**src/rtl/ship_pkg.sv**
```systemverilog
// ----------------------------------------------------------------------------
// ship_pkg
// Shared types and constants of the signature-based RRIP replacement block.
// ----------------------------------------------------------------------------
package ship_pkg;

   localparam int RRPV_W      = 2;
   localparam int CTR_W       = 2;
   localparam int FUNC_W      = 1;
   localparam int SET_IN_W    = 11;
   localparam int WAY_IN_W    = 4;
   localparam int PC_W        = 64;
   localparam int VICTIM_W    = 4;
   localparam int SIG_SHIFT   = 4;
   localparam int CHUNK_W     = 12;
   localparam int CHUNKS      = (PC_W - SIG_SHIFT) / CHUNK_W;
   localparam int CSR_INDEX_W = 2;
   localparam int CSR_DATA_W  = 2;
   localparam int NUM_INSERT  = 4;

   localparam logic [RRPV_W-1:0] RRPV_MAX  = 2'd3;
   localparam logic [RRPV_W-1:0] RRPV_HIT  = 2'd0;
   localparam logic [CTR_W-1:0]  CTR_MAX   = 2'd3;
   localparam logic [CTR_W-1:0]  CTR_MIN   = 2'd0;
   localparam logic [CTR_W-1:0]  CTR_RESET = 2'd1;

   localparam logic [FUNC_W-1:0] FUNC_VICTIM = 1'b0;
   localparam logic [FUNC_W-1:0] FUNC_UPDATE = 1'b1;

   localparam logic [CSR_INDEX_W-1:0] CSR_INSERT_DEAD    = 2'd0;
   localparam logic [CSR_INDEX_W-1:0] CSR_INSERT_MILD    = 2'd1;
   localparam logic [CSR_INDEX_W-1:0] CSR_INSERT_REGULAR = 2'd2;
   localparam logic [CSR_INDEX_W-1:0] CSR_INSERT_HOT     = 2'd3;

   localparam logic [RRPV_W-1:0] INSERT_DEAD_RESET    = 2'd3;
   localparam logic [RRPV_W-1:0] INSERT_MILD_RESET    = 2'd1;
   localparam logic [RRPV_W-1:0] INSERT_REGULAR_RESET = 2'd2;
   localparam logic [RRPV_W-1:0] INSERT_HOT_RESET     = 2'd0;

   typedef enum logic [1:0] {
      ST_CLEAR,
      ST_IDLE,
      ST_HASH,
      ST_EXEC
   } ship_state_type;

   typedef struct packed {
      logic busy;
      logic read_issue;
      logic hash_start;
      logic row_we;
      logic sig_we;
      logic load_req;
   } ship_ctrl_type;

endpackage

```
**src/rtl/ship_victim.sv**
```systemverilog
// ----------------------------------------------------------------------------
// ship_victim
// Picks the first way with the largest RRPV and ages the row accordingly.
// ----------------------------------------------------------------------------
module ship_victim
   import ship_pkg::*;
#(
   parameter int NUM_WAYS = 16
) (
   input  logic [NUM_WAYS*RRPV_W-1:0] row,
   output logic [VICTIM_W-1:0]        victim_way,
   output logic [NUM_WAYS*RRPV_W-1:0] aged_row
);

   localparam int WAY_W = $clog2(NUM_WAYS);

   logic [RRPV_W-1:0] top;
   logic [RRPV_W-1:0] age;
   logic [3:0]        has;
   logic [WAY_W-1:0]  best;
   logic              found;

   always_comb begin
      has = '0;
      for (int w = 0; w < NUM_WAYS; w++) begin
         has[row[w*RRPV_W +: RRPV_W]] = 1'b1;
      end
      if (has[3]) begin
         top = 2'd3;
      end else if (has[2]) begin
         top = 2'd2;
      end else if (has[1]) begin
         top = 2'd1;
      end else begin
         top = 2'd0;
      end
   end

   always_comb begin
      best  = '0;
      found = 1'b0;
      for (int w = 0; w < NUM_WAYS; w++) begin
         if (!found && row[w*RRPV_W +: RRPV_W] == top) begin
            best  = WAY_W'(w);
            found = 1'b1;
         end
      end
   end

   assign age = RRPV_MAX - top;

   always_comb begin
      for (int w = 0; w < NUM_WAYS; w++) begin
         aged_row[w*RRPV_W +: RRPV_W] = row[w*RRPV_W +: RRPV_W] + age;
      end
   end

   assign victim_way = VICTIM_W'(best);

endmodule

```
**config.mk**
```make
export PLATFORM = sky130hd
export DESIGN_NAME = ship_victim
export DESIGN_NICKNAME = d
export VERILOG_FILES = /design/src/rtl/ship_pkg.sv /design/src/rtl/ship_victim.sv
export SDC_FILE = /design/constraint.sdc
export NUM_CORES = 1
export LEC_CHECK = 0
export BUFFER_PORTS_ARGS = -buffer_cell sky130_fd_sc_hd__buf_2
export CAP_MARGIN = 40
export CORE_MARGIN = 5
export CORE_UTILIZATION = 49
export DETAILED_ROUTE_END_ITERATION = 6
export PLACE_DENSITY = 0.91
export SETUP_SLACK_MARGIN = 0.1
export SLEW_MARGIN = 40
export SYNTH_ARGS = -nofsm -noshare
export SYNTH_HDL_FRONTEND = slang
export SYNTH_SLANG_ARGS = --single-unit
```
**constraint.sdc**
```tcl
create_clock -name vclk -period 5.05
set_input_delay 0.2525 -clock vclk [all_inputs]
set_output_delay 0.2525 -clock vclk [all_outputs]
set_load 0.05 [all_outputs]
```
======== Word-level counts from Yosys, hierarchy flattened ========
Index checks and enable logic that the tools add are counted.
storage, ports and cells
  register bits after elaboration ......... 0
  input port bits ......................... 32
  output and inout port bits .............. 36
  word-level logic and storage cells ...... 191
cells by class
  $add $sub $neg .......................... 17
  magnitude comparators ................... 32
  equal/unequal tests ..................... 16
  mux-type cells .......................... 65
  bitwise logic cells ..................... 15
  reduce and logical (&&, ||, !) cells .... 46
operator list
  kind                                                               number
  bitwise OR 4 bit                                                   15
  2-to-1 mux 4 bit                                                   14
  < comparator 2 x 3 -> 1 bit, second input constant                 16
  2-to-1 mux 1 bit                                                   33
  adder 2 bit                                                        16
  demux 1 bit (select 2 bit)                                         16
  equality test 2 bit                                                16
  greater-or-equal comparator 2 x 1 -> 1 bit, second input constant  16
  logical AND 1 bit                                                  31
  logical NOT 1 bit                                                  15
  2-to-1 mux 2 bit                                                   2
  subtractor 2 bit, first input constant                             1

======== Longest topological paths before layout ========
  depth in word-level cells ............... 69
  depth in mapped cells ................... 10
  mapped depth without buffers ............ 10

======== Worst setup path after synthesis ========
Ideal clock, no wire load.
  path type ............................... input port to output port
  start point ............................. input row[1]
  end point ............................... output victim_way[1]
  data arrival time ....................... 3.662 ns
  data required time ...................... 4.798 ns
  slack ................................... 1.135 ns
  stages .................................. 9
  buffers on the path ..................... 0
  cells stage by stage .................... a22o_1 > a221oi_1 > nand4_1 > nor2_1 > ha_1 > o21ai_0 > a221o_1 > a211o_1 > a31oi_1
between the ends
  longest elaborated chain between the ends .. 69
  elaborated cells on any way between the ends .. 98
  classes of those cells .................. 2 x order compare; 16 x eq/ne; 34 x mux; 15 x bitwise; 31 x reduce/logical
RTL lines
  item                                                                                                                    RTL line           RTL
  from (decl)                                                                                                             ship_victim.sv:10  input logic [NUM_WAYS*RRPV_W-1:0] row,
  < comparator 2 x 3 -> 1 bit (not written as such) / greater-or-equal comparator 2 x 1 -> 1 bit (equally long branches)  ship_victim.sv:26  has[row[w*RRPV_W +: RRPV_W]] = 1'b1;
  logical AND 1 bit (not written as such)                                                                                 ship_victim.sv:26
  2-to-1 mux 1 bit (not written as such)                                                                                  ship_victim.sv:26
  demux 1 bit (select 2 bit)                                                                                              ship_victim.sv:26
  bitwise OR 4 bit (no line) (15 in series)                                                                               n/a
  2-to-1 mux 1 bit                                                                                                        ship_victim.sv:32  end else if (has[1]) begin
  2-to-1 mux 2 bit                                                                                                        ship_victim.sv:30  end else if (has[2]) begin
  2-to-1 mux 2 bit                                                                                                        ship_victim.sv:28  if (has[3]) begin
  [... 39 more ...]                                                                                                       n/a
  logical AND 1 bit                                                                                                       ship_victim.sv:43  if (!found && row[w*RRPV_W +: RRPV_W] == top) begin
  2-to-1 mux 1 bit                                                                                                        ship_victim.sv:43
  logical NOT 1 bit                                                                                                       ship_victim.sv:43
  logical AND 1 bit                                                                                                       ship_victim.sv:43
  2-to-1 mux 1 bit                                                                                                        ship_victim.sv:43
  logical NOT 1 bit                                                                                                       ship_victim.sv:43
  logical AND 1 bit                                                                                                       ship_victim.sv:43
  2-to-1 mux 4 bit (*)                                                                                                    ship_victim.sv:43
  to (decl)                                                                                                               ship_victim.sv:11  output logic [VICTIM_W-1:0] victim_way,
Every way passes the cells marked *; elsewhere a longest branch is shown, timed or not.

======== Worst setup path after layout ========
  start point ............................. input row[6]
  end point ............................... output victim_way[1]
between the ends
  longest elaborated chain between the ends .. 67
  elaborated cells on any way between the ends .. 96
  classes of those cells .................. 2 x order compare; 16 x eq/ne; 34 x mux; 13 x bitwise; 31 x reduce/logical
RTL lines
  item                                                                                                                    RTL line
  < comparator 2 x 3 -> 1 bit (not written as such) / greater-or-equal comparator 2 x 1 -> 1 bit (equally long branches)  ship_victim.sv:26
  logical AND 1 bit (not written as such)                                                                                 ship_victim.sv:26
  2-to-1 mux 1 bit (not written as such)                                                                                  ship_victim.sv:26
  demux 1 bit (select 2 bit)                                                                                              ship_victim.sv:26
  bitwise OR 4 bit (no line) (13 in series)                                                                               n/a
  2-to-1 mux 1 bit                                                                                                        ship_victim.sv:32
  2-to-1 mux 2 bit                                                                                                        ship_victim.sv:30
  2-to-1 mux 2 bit                                                                                                        ship_victim.sv:28
  [... 39 more ...]                                                                                                       n/a
  logical AND 1 bit                                                                                                       ship_victim.sv:43
  2-to-1 mux 1 bit                                                                                                        ship_victim.sv:43
  logical NOT 1 bit                                                                                                       ship_victim.sv:43
  logical AND 1 bit                                                                                                       ship_victim.sv:43
  2-to-1 mux 1 bit                                                                                                        ship_victim.sv:43
  logical NOT 1 bit                                                                                                       ship_victim.sv:43
  logical AND 1 bit                                                                                                       ship_victim.sv:43
  2-to-1 mux 4 bit (*)                                                                                                    ship_victim.sv:43
Marks and branches as above.

==> run_results.csv <==
group,metric,value,unit
logic_synthesis,ys_seq_area_share,0,%
sta,setup_viol,0,
status,status,"finished clean",
setup_path,arrival,3.25,ns
layout,fill_cells,178,
sta,relSlewSlack,63.7,%
sta,finalCriticalPeriod,3.50,ns
worst_hold_path,holdCritPathClass,"in2out",
layout,clkbuf_count,0,
cts,cts_setup_buffers,0,
route,dr.pass1.iters,4,
grt,gr-total-overflow,0,
logic_synthesis,syn_nets,201,
floorplanning,dieArea,0.00319,mm²
place,post-place-cells,246,
sta,clock.fmax,285,MHz
setup_path,max_stage_delay,0.44,ns
power_and_ir_drop,powerDensity,126,mW/mm²
power_and_ir_drop,p_sw_share,70.1,%
sta,rsz0062_at_grt,"false",
power_and_ir_drop,leakagePower,0.755,nW
floorplanning,start_util,52.9,%
route,routed_via_density,5.83,
floorplanning,rows,16,
logic_synthesis,synth_most_common_cell,"inv_1",
power_and_ir_drop,power_switching,0.000126,W
grt,grt_max_degree,21,
logic_synthesis,avgSynthCellArea,6.96,µm²
layout,regArea,0,µm²
setup_path,path_class,"in2out",
layout,drive_gt1_share,34.2,%
setup_path,endpoint_kind,"output pin",
layout,stdcell_area,0.00143,mm²
power_and_ir_drop,seqPwrFrac,0,%
setup_path,critPathBufInv,3,
grt,grt_pass1_wl,6040,µm
place,io_buffers,68,
route,ant_nets,0,
route,first_iter_violations,55,
power_and_ir_drop,p_clk_share,0,%
logic_synthesis,synth.area.top_cells,"ha_1, xnor2_1, nor2b_1",
logic_synthesis,synthCells,152,
place,place_hpwl,3180,µm
grt,grt_pass1_vias,1344,
logic_synthesis,yosys.area.top_type,"ha_1",
place,place_congestion,0.912,
cts,holdBufCountCts,0,
logic_synthesis,synth.distinct_cells,32,
logic_synthesis,yosysWarnings,0,
setup_path,cpMostUsedCell,"buf_2",
route,drt-total-wl,3720,µm
cts,cts_resized,0,
route,drc_errors,0,
setup_path,cp_max_fo,11,
sta,worst_pin_slew,0.544,ns
power_and_ir_drop,intPower,0.0000537,W
route,vias,1433,
layout,n_sequential_cell,0,
logic_synthesis,netlist_area,0.00106,mm²
logic_synthesis,synthTopCellsByCount,"inv_1, ha_1, nor2_1",
floorplanning,io_pins,68,
sta,tns,0,ns
setup_path,path_cells,"buf_2 -> a22o_1 -> a221oi_1 -> nand4_1 -> nor2_1 -> buf_4 -> ha_1 -> o21ai_0 -> a221o_1 -> a211o_1 -> a31oi_1 -> buf_2",
layout,final-instance-count-excl-fill,246,
route,post_drt_wl_per_cell,15.1,µm
power_and_ir_drop,ir_drop,0.0929,mV
grt,grt.total_usage,21.9,%
layout,syn_to_final_growth,35.2,%
sta,hold_viol_final,0,
setup_path,critPathSlowestCell,"nor2_1",
floorplanning,die_h,56.5,µm
power_and_ir_drop,power_frac_comb,100.0,%
setup_path,start_kind,"input pin",
place,dpl_cell_area,0.00143,mm²
flow_run,maxCapViolCount,0,
floorplanning,die_w,56.5,µm
logic_synthesis,synth_top_area_share,20.1,%
setup_path,cp_top_family,"compound AO/OA/AOI/OAI gates",
grt,antenna_found_initial,0,
layout,diodes,0,
sta,slew_violations,0,
sta,fin_crit_sh,69.4,%
setup_path,critical_path_required,4.80,ns
layout,final_nets,270,
floorplanning,coreArea,0.00200,mm²
[stage by stage]
stage                     utilization (%)  setup WS [ns]  hold slack, ns  total power, W
final                                71.5           1.55           0.999        0.000180
after global routing                 71.5           1.37            1.03        0.000191
after CTS                            71.5           1.65            1.00        0.000179
after detailed placement             71.5           1.65           0.998        0.000178
after global placement               71.5           1.68           0.994        0.000176
after floorplan                         -           1.14           0.821        0.000129
[worst paths after layout]
check	from	end	slack [ns]	cells past startpoint
max	row[6]	victim_way[1]	1.55	12
min	row[3]	aged_row[3]	1.0	4
[layout make-up]
| class | count | area [µm²] | area share (%) |
|---|---|---|---|
| multi-input cells | 131 | 975 | 68.1 |
| well taps | 27 | 33.8 | 2.36 |
| inverters | 18 | 67.6 | 4.72 |
| repair buffers | 70 | 355 | 24.8 |
[power groups by stage]
stage	combinational, W	clock, W	sequential [W]
2_1_floorplan	0.000129	0	0
3_3_place_gp	0.000176	0	0
3_5_place_dp	0.000178	0	0
4_1_cts	0.000179	0	0
5_1_grt	0.000191	0	0
6_report	0.000180	0	0
[cell families after synthesis]
logic type | synth area share [%]
AO/OA/AOI/OAI | 35.5
XOR/XNOR | 13.2
adder cells (fa/ha/maj) | 20.1
buffers and inverters | 7.92
AND/OR/NAND/NOR | 23.3
[cells in the final DEF (no fill, tap or decap), types with 4 or more instances in the layout]
cell / synthesis / final
nor2_1: 17 / 17
buf_2: 1 / 68
inv_1: 18 / 18
o22ai_1: 6 / 6
ha_1: 17 / 17
o21ai_1: 10 / 10
nor2b_1: 12 / 12
nand4_1: 4 / 4
o21ai_0: 6 / 6
a22o_1: 4 / 4
a221oi_1: 6 / 6
xnor2_1: 15 / 15
a2111oi_2: 4 / 4
[layer usage]
metal  wire, µm  vias to the layer above  GRT usage [%]
met5          0                        -              0
li1           -                      704              -
met3        332                        0           2.06
met1       1520                      663           30.1
met4          0                        0           1.36
met2       1870                       66           38.3
Power figures use the tool's default switching activity.
